$ cat config.mk
export PLATFORM = sky130hd
export DESIGN_NAME = tsv_cell_tokenizer_hash_top_flat
export DESIGN_NICKNAME = d
export VERILOG_FILES = /design/src/rtl/tct_pkg.sv /design/src/rtl/tct_ifs.sv /design/src/rtl/tct_core.sv /design/src/rtl/tct_rsp_fifo.sv /design/src/rtl/tsv_cell_tokenizer_hash_top.sv /design/src/flat_wrapper.sv
export SDC_FILE = /design/constraint.sdc
export NUM_CORES = 2
export LEC_CHECK = 0
export ABC_CLOCK_PERIOD_IN_PS = 9700
export BUFFER_PORTS_ARGS = -buffer_cell sky130_fd_sc_hd__buf_2
export CAP_MARGIN = 20
export CORE_ASPECT_RATIO = 2
export CORE_UTILIZATION = 54
export CTS_BUF_LIST = sky130_fd_sc_hd__clkbuf_8
export DETAILED_ROUTE_END_ITERATION = 8
export GPL_TIMING_DRIVEN = 0
export PLACE_DENSITY_LB_ADDON = 0.2
export SKIP_LAST_GASP = 1
export SYNTH_ARGS = -nofsm -noshare
export SYNTH_HDL_FRONTEND = slang
export SYNTH_HIERARCHICAL = 1
export SYNTH_SLANG_ARGS = --single-unit
$ cat constraint.sdc
create_clock -name clock -period 9.7 [get_ports clock]
set_input_delay 0.485 -clock clock [delete_from_list [all_inputs] [get_ports clock]]
set_output_delay 0.485 -clock clock [all_outputs]
set_load 0.1 [all_outputs]
$ cat src/rtl/tct_pkg.sv
// ----------------------------------------------------------------------------
// tct_pkg
// Shared types and constants of the tab-separated cell tokenizer with hash.
// ----------------------------------------------------------------------------
`default_nettype none

package tct_pkg;

   localparam int LENGTH_BITS = 16;
   localparam logic [LENGTH_BITS-1:0] LEN_MAX = {LENGTH_BITS{1'b1}};

   localparam logic [31:0] HASH_MULT_RESET = 32'd131;
   localparam logic [31:0] HASH_MASK       = 32'h7FFF_FFFF;

   localparam logic [7:0] CH_TAB = 8'h09;
   localparam logic [7:0] CH_LF  = 8'h0A;
   localparam logic [7:0] CH_CR  = 8'h0D;

   localparam logic [1:0] END_TAB    = 2'd0;
   localparam logic [1:0] END_LINE   = 2'd1;
   localparam logic [1:0] END_STREAM = 2'd2;

   // result queue, depth must be a power of two
   localparam int RSP_DEPTH    = 4;
   localparam int RSP_PTR_BITS = $clog2(RSP_DEPTH);
   localparam int RSP_CNT_BITS = $clog2(RSP_DEPTH + 1);

   typedef struct packed {
      logic [15:0] cell_length;
      logic [30:0] cell_hash;
      logic [1:0]  end_kind;
      logic        length_overflow;
      logic        run_last;
   } result_type;

   typedef struct packed {
      logic [1:0] count;
      result_type slot0;
      result_type slot1;
   } push_type;

   function automatic logic [15:0] len_field(input logic [LENGTH_BITS-1:0] len);
      logic [31:0] ext;
      ext = 32'(len);
      return ext[15:0];
   endfunction

endpackage

`default_nettype wire

$ cat src/rtl/tct_ifs.sv
// ----------------------------------------------------------------------------
// tct channel interfaces
// Byte input, cell result and configuration write channels.
// ----------------------------------------------------------------------------
`default_nettype none

interface tct_req_if;
   logic       valid;
   logic       ready;
   logic [7:0] byte_value;
   logic       last_byte;
   modport source(output valid, byte_value, last_byte, input ready);
   modport sink(input valid, byte_value, last_byte, output ready);
endinterface

interface tct_rsp_if;
   logic        valid;
   logic        ready;
   logic [15:0] cell_length;
   logic [30:0] cell_hash;
   logic [1:0]  end_kind;
   logic        length_overflow;
   logic        run_last;
   modport source(output valid, cell_length, cell_hash, end_kind, length_overflow,
                  run_last, input ready);
   modport sink(input valid, cell_length, cell_hash, end_kind, length_overflow,
                run_last, output ready);
endinterface

interface tct_csr_if;
   logic        valid;
   logic        ready;
   logic [31:0] data;
   modport source(output valid, data, input ready);
   modport sink(input valid, data, output ready);
endinterface

`default_nettype wire

$ cat src/rtl/tct_core.sv
// ----------------------------------------------------------------------------
// tct_core
// Input register, cell state and one multiply-add per byte; produces up to
// two results per byte for the result queue.
// ----------------------------------------------------------------------------
`default_nettype none

module tct_core (
   input  logic                               clock,
   input  logic                               reset,
   tct_req_if.sink                            req_if,
   input  logic [31:0]                        hash_mult,
   input  logic [tct_pkg::RSP_CNT_BITS-1:0]   rsp_free,
   output tct_pkg::push_type                  push
);

   logic                             in_valid_ff, in_valid_in;
   logic [7:0]                       byte_ff;
   logic                             last_ff;

   logic [31:0]                      hash_ff, hash_in;
   logic [tct_pkg::LENGTH_BITS-1:0]  len_ff, len_in;
   logic                             ovf_ff, ovf_in;
   logic                             cr_pend_ff, cr_pend_in;

   logic                             take;
   logic                             fire;
   logic                             is_tab, is_lf, is_cr;
   logic                             swallow;
   logic                             byte_emit;
   logic [1:0]                       need;

   logic [31:0]                      base_hash;
   logic [tct_pkg::LENGTH_BITS-1:0]  base_len;
   logic                             base_ovf;
   logic [31:0]                      prod;
   logic [31:0]                      sx;
   logic [31:0]                      add_hash;
   logic [tct_pkg::LENGTH_BITS-1:0]  add_len;
   logic                             add_ovf;
   logic                             sat;

   tct_pkg::result_type              held_cell;
   tct_pkg::result_type              byte_cell;

   assign is_tab = byte_ff == tct_pkg::CH_TAB;
   assign is_lf  = byte_ff == tct_pkg::CH_LF;
   assign is_cr  = byte_ff == tct_pkg::CH_CR;

   // a pending cr means the cell state belongs to the held cell
   assign base_hash = cr_pend_ff ? 32'd0 : hash_ff;
   assign base_len  = cr_pend_ff ? '0 : len_ff;
   assign base_ovf  = cr_pend_ff ? 1'b0 : ovf_ff;

   assign prod     = base_hash * hash_mult;
   assign sx       = {{24{byte_ff[7]}}, byte_ff};
   assign add_hash = prod + sx;
   assign sat      = base_len == tct_pkg::LEN_MAX;
   assign add_len  = sat ? base_len : base_len + 1'b1;
   assign add_ovf  = base_ovf | sat;

   assign swallow = cr_pend_ff && is_lf;

   always_comb begin
      held_cell.cell_length     = tct_pkg::len_field(len_ff);
      held_cell.cell_hash       = hash_ff[30:0];
      held_cell.end_kind        = (swallow && last_ff) ? tct_pkg::END_STREAM
                                                       : tct_pkg::END_LINE;
      held_cell.length_overflow = ovf_ff;
      held_cell.run_last        = 1'b1;

      byte_emit                 = 1'b0;
      byte_cell.cell_length     = tct_pkg::len_field(base_len);
      byte_cell.cell_hash       = base_hash[30:0];
      byte_cell.end_kind        = tct_pkg::END_STREAM;
      byte_cell.length_overflow = base_ovf;
      byte_cell.run_last        = 1'b1;

      if (swallow) begin
         byte_emit = 1'b0;
      end else if (is_tab) begin
         byte_emit          = 1'b1;
         byte_cell.end_kind = last_ff ? tct_pkg::END_STREAM : tct_pkg::END_TAB;
      end else if (is_lf) begin
         byte_emit          = 1'b1;
         byte_cell.end_kind = last_ff ? tct_pkg::END_STREAM : tct_pkg::END_LINE;
      end else if (is_cr) begin
         byte_emit = last_ff;
      end else begin
         byte_emit                 = last_ff;
         byte_cell.cell_length     = tct_pkg::len_field(add_len);
         byte_cell.cell_hash       = add_hash[30:0];
         byte_cell.length_overflow = add_ovf;
      end

      need = {1'b0, cr_pend_ff} + {1'b0, byte_emit};
   end

   assign fire = in_valid_ff &&
                 (tct_pkg::RSP_CNT_BITS'(need) <= rsp_free);

   assign req_if.ready = !in_valid_ff || fire;
   assign take         = req_if.valid && req_if.ready;

   always_comb begin
      push.count = fire ? need : 2'd0;
      push.slot1 = byte_cell;
      if (cr_pend_ff) begin
         push.slot0          = held_cell;
         push.slot0.run_last = !byte_emit;
      end else begin
         push.slot0 = byte_cell;
      end
   end

   always_comb begin
      in_valid_in = take ? 1'b1 : (fire ? 1'b0 : in_valid_ff);
      hash_in     = hash_ff;
      len_in      = len_ff;
      ovf_in      = ovf_ff;
      cr_pend_in  = cr_pend_ff;
      if (fire) begin
         if (swallow || byte_emit) begin
            hash_in    = 32'd0;
            len_in     = '0;
            ovf_in     = 1'b0;
            cr_pend_in = 1'b0;
         end else if (is_cr) begin
            hash_in    = base_hash;
            len_in     = base_len;
            ovf_in     = base_ovf;
            cr_pend_in = 1'b1;
         end else begin
            hash_in    = add_hash;
            len_in     = add_len;
            ovf_in     = add_ovf;
            cr_pend_in = 1'b0;
         end
      end
   end

   always_ff @(posedge clock) begin
      if (reset) begin
         in_valid_ff <= 1'b0;
         hash_ff     <= 32'd0;
         len_ff      <= '0;
         ovf_ff      <= 1'b0;
         cr_pend_ff  <= 1'b0;
      end else begin
         in_valid_ff <= in_valid_in;
         hash_ff     <= hash_in;
         len_ff      <= len_in;
         ovf_ff      <= ovf_in;
         cr_pend_ff  <= cr_pend_in;
      end
   end

   always_ff @(posedge clock) begin
      if (take) begin
         byte_ff <= req_if.byte_value;
         last_ff <= req_if.last_byte;
      end
   end

endmodule

`default_nettype wire

$ cat src/rtl/tct_rsp_fifo.sv
// ----------------------------------------------------------------------------
// tct_rsp_fifo
// Small result queue; takes up to two results per cycle, gives one.
// ----------------------------------------------------------------------------
`default_nettype none

module tct_rsp_fifo (
   input  logic                               clock,
   input  logic                               reset,
   input  tct_pkg::push_type                  push,
   output logic [tct_pkg::RSP_CNT_BITS-1:0]   rsp_free,
   tct_rsp_if.source                          rsp_if
);

   tct_pkg::result_type                mem_ff [tct_pkg::RSP_DEPTH];
   logic [tct_pkg::RSP_PTR_BITS-1:0]   wr_ptr_ff, wr_ptr_in;
   logic [tct_pkg::RSP_PTR_BITS-1:0]   rd_ptr_ff, rd_ptr_in;
   logic [tct_pkg::RSP_PTR_BITS-1:0]   wr_ptr_nxt;
   logic [tct_pkg::RSP_CNT_BITS-1:0]   count_ff, count_in;
   logic                               pop;
   tct_pkg::result_type                head;

   assign wr_ptr_nxt = wr_ptr_ff + 1'b1;
   assign head       = mem_ff[rd_ptr_ff];
   assign pop        = rsp_if.valid && rsp_if.ready;

   assign rsp_free = tct_pkg::RSP_CNT_BITS'(tct_pkg::RSP_DEPTH) - count_ff;

   assign rsp_if.valid           = count_ff != '0;
   assign rsp_if.cell_length     = head.cell_length;
   assign rsp_if.cell_hash       = head.cell_hash;
   assign rsp_if.end_kind        = head.end_kind;
   assign rsp_if.length_overflow = head.length_overflow;
   assign rsp_if.run_last        = head.run_last;

   assign count_in  = count_ff + tct_pkg::RSP_CNT_BITS'(push.count)
                      - tct_pkg::RSP_CNT_BITS'(pop);
   assign wr_ptr_in = wr_ptr_ff + tct_pkg::RSP_PTR_BITS'(push.count);
   assign rd_ptr_in = rd_ptr_ff + tct_pkg::RSP_PTR_BITS'(pop);

   always_ff @(posedge clock) begin
      if (reset) begin
         count_ff  <= '0;
         wr_ptr_ff <= '0;
         rd_ptr_ff <= '0;
      end else begin
         count_ff  <= count_in;
         wr_ptr_ff <= wr_ptr_in;
         rd_ptr_ff <= rd_ptr_in;
      end
   end

   always_ff @(posedge clock) begin
      if (push.count != 2'd0) begin
         mem_ff[wr_ptr_ff] <= push.slot0;
      end
      if (push.count == 2'd2) begin
         mem_ff[wr_ptr_nxt] <= push.slot1;
      end
   end

endmodule

`default_nettype wire

$ cat src/rtl/tsv_cell_tokenizer_hash_top.sv
// ----------------------------------------------------------------------------
// tsv_cell_tokenizer_hash_top
// Splits a tab-separated byte stream into cells, giving length and hash.
// ----------------------------------------------------------------------------
// path: a byte taken into the input register pushes its results into the
// result queue once the queue has room; rsp_if is driven from the queue
// throughput: one byte per cycle while the result queue has room, set by the
// single 32x32 multiply-add loop on the running hash; one result per cycle out
// while rsp_if is ready, so a byte that closes two cells gives them one by one
// reset: synchronous, clears all cell state and sets the multiplier to 131
`default_nettype none

module tsv_cell_tokenizer_hash_top (
   input  logic        clock,
   input  logic        reset,
   tct_req_if.sink     req_if,
   tct_rsp_if.source   rsp_if,
   tct_csr_if.sink     csr_if
);

   logic [31:0]                        mult_ff, mult_in;
   logic [tct_pkg::RSP_CNT_BITS-1:0]   rsp_free;
   tct_pkg::push_type                  push;

   assign csr_if.ready = 1'b1;
   assign mult_in      = (csr_if.valid && csr_if.ready) ? csr_if.data : mult_ff;

   always_ff @(posedge clock) begin
      if (reset) begin
         mult_ff <= tct_pkg::HASH_MULT_RESET;
      end else begin
         mult_ff <= mult_in;
      end
   end

   tct_core u_core (
      .clock     (clock),
      .reset     (reset),
      .req_if    (req_if),
      .hash_mult (mult_ff),
      .rsp_free  (rsp_free),
      .push      (push)
   );

   tct_rsp_fifo u_rsp_fifo (
      .clock    (clock),
      .reset    (reset),
      .push     (push),
      .rsp_free (rsp_free),
      .rsp_if   (rsp_if)
   );

endmodule

`default_nettype wire
$ cat src/flat_wrapper.sv
// flat-port wrapper written by rule: the top's interface ports become plain ports
module tsv_cell_tokenizer_hash_top_flat 
  (clock, reset, req_if_valid, req_if_byte_value, req_if_last_byte, req_if_ready, rsp_if_valid, rsp_if_cell_length, rsp_if_cell_hash, rsp_if_end_kind, rsp_if_length_overflow, rsp_if_run_last, rsp_if_ready, csr_if_valid, csr_if_data, csr_if_ready);
  tct_req_if req_if_i ();
  tct_rsp_if rsp_if_i ();
  tct_csr_if csr_if_i ();
  input  logic clock;
  input  logic reset;
  input wire logic [$bits(req_if_i.valid)-1:0] req_if_valid;
  input wire logic [$bits(req_if_i.byte_value)-1:0] req_if_byte_value;
  input wire logic [$bits(req_if_i.last_byte)-1:0] req_if_last_byte;
  output wire logic [$bits(req_if_i.ready)-1:0] req_if_ready;
  output wire logic [$bits(rsp_if_i.valid)-1:0] rsp_if_valid;
  output wire logic [$bits(rsp_if_i.cell_length)-1:0] rsp_if_cell_length;
  output wire logic [$bits(rsp_if_i.cell_hash)-1:0] rsp_if_cell_hash;
  output wire logic [$bits(rsp_if_i.end_kind)-1:0] rsp_if_end_kind;
  output wire logic [$bits(rsp_if_i.length_overflow)-1:0] rsp_if_length_overflow;
  output wire logic [$bits(rsp_if_i.run_last)-1:0] rsp_if_run_last;
  input wire logic [$bits(rsp_if_i.ready)-1:0] rsp_if_ready;
  input wire logic [$bits(csr_if_i.valid)-1:0] csr_if_valid;
  input wire logic [$bits(csr_if_i.data)-1:0] csr_if_data;
  output wire logic [$bits(csr_if_i.ready)-1:0] csr_if_ready;
  assign req_if_i.valid = req_if_valid;
  assign req_if_i.byte_value = req_if_byte_value;
  assign req_if_i.last_byte = req_if_last_byte;
  assign req_if_ready = req_if_i.ready;
  assign rsp_if_valid = rsp_if_i.valid;
  assign rsp_if_cell_length = rsp_if_i.cell_length;
  assign rsp_if_cell_hash = rsp_if_i.cell_hash;
  assign rsp_if_end_kind = rsp_if_i.end_kind;
  assign rsp_if_length_overflow = rsp_if_i.length_overflow;
  assign rsp_if_run_last = rsp_if_i.run_last;
  assign rsp_if_i.ready = rsp_if_ready;
  assign csr_if_i.valid = csr_if_valid;
  assign csr_if_i.data = csr_if_data;
  assign csr_if_ready = csr_if_i.ready;
  tsv_cell_tokenizer_hash_top u_core (.clock(clock), .reset(reset), .req_if(req_if_i), .rsp_if(rsp_if_i), .csr_if(csr_if_i));
endmodule
==> impl_metrics.yaml <==
timing:
  period_share_pct: 97.82
  tightest_slew_ns: 1.155
  post-route-min-period_ns: 9.489
  relSlewSlack_pct: 22.18
  setup_ws_ns: 0.2111
  fin_skew_ns: 0.03375
  rsz0062_at_grt: "true"
  drv_slew: 0
  hold_viol: 0
  fmax_mhz: 105.4
  finalSetupViolCount: 0
pwr:
  power_frac_seq_pct: 16.7
  pwr_density_cell_nw_per_um2: 364.7
  p_clk_share_pct: 9.6
  peakVddDrop_uv: 283.9
  p_leak_uw: 0.01532
  switching_share_pct: 48.64
  p_switching_uw: 6128
  p_int_uw: 6471
  p_comb_share_pct: 73.7
grt:
  grt_util_all_layers_pct: 37.90
  grt_max_degree: 52
  grt_first_pass_wirelength_mm: 160.6
  grt_overflow: 0
  antenna_found_initial: 4
  grt_pass1_vias: 25640
worst_setup_path:
  critPathKind: "flip-flop to flip-flop"
  rr_worst_depth: 28
  setup.worst_path.end_class: "flip-flop"
  r2r_slack_ns: 0.21
  reg2reg_to: "u_core/u_rsp_fifo/mem_ff[1][34]$_DFFE_PP_"
  crit_slowest_cell: "fa_1"
  cp_max_fo: 10
  critPathArrivalTime_ns: 9.84
  r2r-start: "u_core/u_core/cr_pend_ff$_SDFFE_PP0P_"
  crit_path_max_incr_delay_ns: 0.57
  cpMostUsedCell: "fa_1"
  start_kind: "flip-flop"
  cp_data_required_time_ns: 10.06
floorplanning:
  core_sq_um: 58020
  design.die.area_sq_um: 59720
  die_w_um: 173.3
  initial_core_util_pct: 54.62
  pin_count: 100
  fp.dieH_um: 344.6
  rows: 125
routing:
  wl_per_cell_um: 27.88
  via_per_inst: 5.908
  routed_wl_mm: 109.6
  drtPass1Iterations: 6
  drtIter0Drc: 1541
  ant_nets: 0
  drc: 0
  via_count: 23220
clocking:
  cts_made_buffers: 46
  cts_max_path_buffers: 3
  cts_htree_levels: 2
  cts_tree: "yes"
  root_buffer: "clkbuf_8"
  clk_pin_slew_worst_paths_ns: 0.06
  clk_latency_ns: 0.63
  clock_sinks: 301
status:
  status: "finished, final reports clean"
min_path:
  whs_path_depth: 1
  whs_endpoint: "u_core/u_core/byte_ff[3]$_DFFE_PP_"
  hold_class: "input port to flip-flop"
  hp-start: "req_if_byte_value[3]"
synth:
  syn-instance-count: 2975
  syn_avg_cell_area_sq_um: 10.65
  syn-cell-area_sq_um: 31690
  syn_nets: 3562
  yosys_warnings: 6
finish:
  layout-drive-gt1-share_pct: 17.08
  finalInstanceArea_sq_um: 34550
  fin_cells: 3931
  fillers: 4927
  syn_to_final_growth_pct: 9.010
  finalNetCount: 3720
placement:
  io_buffers: 96
  placed_cell_area_sq_um: 33360
  gp_congestion: 1.000
  hpwl_mm: 87.49
  place_ws_ns: -1.633
  place_inst: 3843
flow_run:
  max_cap_viol_count: 0
==> registers in the layout, summed over array words and instances (netlist names) <==
register / cells
u_core/u_core/len_ff: 16
u_core/u_rsp_fifo/mem_ff: 204
u_core/u_core/hash_ff: 31
u_core/u_core/ovf_ff: 1
u_core/u_rsp_fifo/rd_ptr_ff: 2
u_core/u_rsp_fifo/wr_ptr_ff: 2
u_core/u_core/in_valid_ff: 1
u_core/u_core/cr_pend_ff: 1
u_core/mult_ff: 31
u_core/u_core/byte_ff: 8
u_core/u_core/last_ff: 1
u_core/u_rsp_fifo/count_ff: 3
==> per-layer routing <==
metal / track usage (%) / part of all wire, % / vias to the layer above / wire, um
met5: 0 / 0.024 / - / 26
met4: 38.44 / 12 / 4 / 13330
met3: 6.321 / 5.9 / 534 / 6494
met2: 68.72 / 52 / 1138 / 56500
met1: 35.19 / 30 / 11690 / 33230
li1: - / - / 9858 / -
==> layout by cell type, fill, tap and decap left out, types with 16 or more instances in the layout <==
cell type	count
inv_1	487
fa_1	409
nand2_1	289
and2_1	274
edfxtp_1	213
mux2_2	163
nor2_1	134
ha_1	131
buf_2	116
clkbuf_1	97
dfxtp_1	87
xnor2_1	71
a21oi_1	70
mux4_2	51
mux2_4	50
clkbuf_8	49
o21ai_0	47
nor2b_1	45
mux2i_1	32
mux2_1	32
xor2_1	26
buf_6	20
clkbuf_2	16
a22oi_1	16
==> through the flow <==
step	hold slack [ns]	utilization, %	TNS (ns)	total power [uW]
after floorplan	0.4497	-	0	8958
after global placement	0.4707	57.09	-489.86	10790
after detailed placement	0.4679	57.49	-61.57	11140
after CTS	0.003021	59.41	0	12480
after global routing	0.01978	59.53	-0.01019	13470
final	0.03437	59.54	0	12600
==> final cells by class <==
| cell class | instances | area [sq um] | area share (%) |
|---|---|---|---|
| multi-input cells | 2025 | 20960 | 60.67 |
| clock inverters | 33 | 344.1 | 0.9960 |
| inverters | 479 | 1798 | 5.205 |
| clock buffers | 49 | 674.4 | 1.952 |
| diodes | 2 | 5.005 | 0.01449 |
| flip-flops and latches | 301 | 8159 | 23.62 |
| well taps | 762 | 953.4 | 2.760 |
| repair buffers | 111 | 742.0 | 2.148 |
| plain buffers | 169 | 912.1 | 2.640 |
==> power groups by stage <==
stage | logic [uW] | registers, uW | clock network, uW
after detailed placement | 9020 | 2130 | 0
after global routing | 10100 | 2110 | 1270
after floorplan | 6880 | 2080 | 0
after CTS | 9150 | 2100 | 1230
after global placement | 8660 | 2130 | 0
final | 9280 | 2110 | 1210
==> worst max-delay path, delay by kind of cell, from the launching register on <==
family / cells / cell delay [ns]
adder cells (fa/ha/maj): 8 / 4.12
multiplexers: 2 / 0.60
XOR/XNOR: 8 / 1.81
buffers and inverters: 9 / 1.90
AND/OR/NAND/NOR: 1 / 0.27
flip-flops: 1 / 0.47
==> worst max-delay path by stage <==
stage | cells past startpoint | to | start
detailed placement | 28 | u_core/u_rsp_fifo/mem_ff[1][34]$_DFFE_PP_ | u_core/u_core/cr_pend_ff$_SDFFE_PP0P_
CTS | 27 | u_core/u_rsp_fifo/mem_ff[1][34]$_DFFE_PP_ | u_core/u_core/cr_pend_ff$_SDFFE_PP0P_
global route | 29 | u_core/u_rsp_fifo/mem_ff[0][28]$_DFFE_PP_ | u_core/u_core/cr_pend_ff$_SDFFE_PP0P_
floorplan | 32 | u_core/u_rsp_fifo/mem_ff[1][33]$_DFFE_PP_ | u_core/u_core/cr_pend_ff$_SDFFE_PP0P_
global placement | 17 | u_core/u_rsp_fifo/mem_ff[0][29]$_DFFE_PP_ | u_core/u_core/cr_pend_ff$_SDFFE_PP0P_
finish | 28 | u_core/u_rsp_fifo/mem_ff[1][34]$_DFFE_PP_ | u_core/u_core/cr_pend_ff$_SDFFE_PP0P_
==> timing repair <==
item,CTS,global route
pin swaps,1,0
gates resized for setup,20,43
setup buffers,1,0
hold buffers,2,0
setup endpoints to repair,94,53
hold endpoints to repair,2,0
cloned,0,0
(Power assumes the default switching activity.)
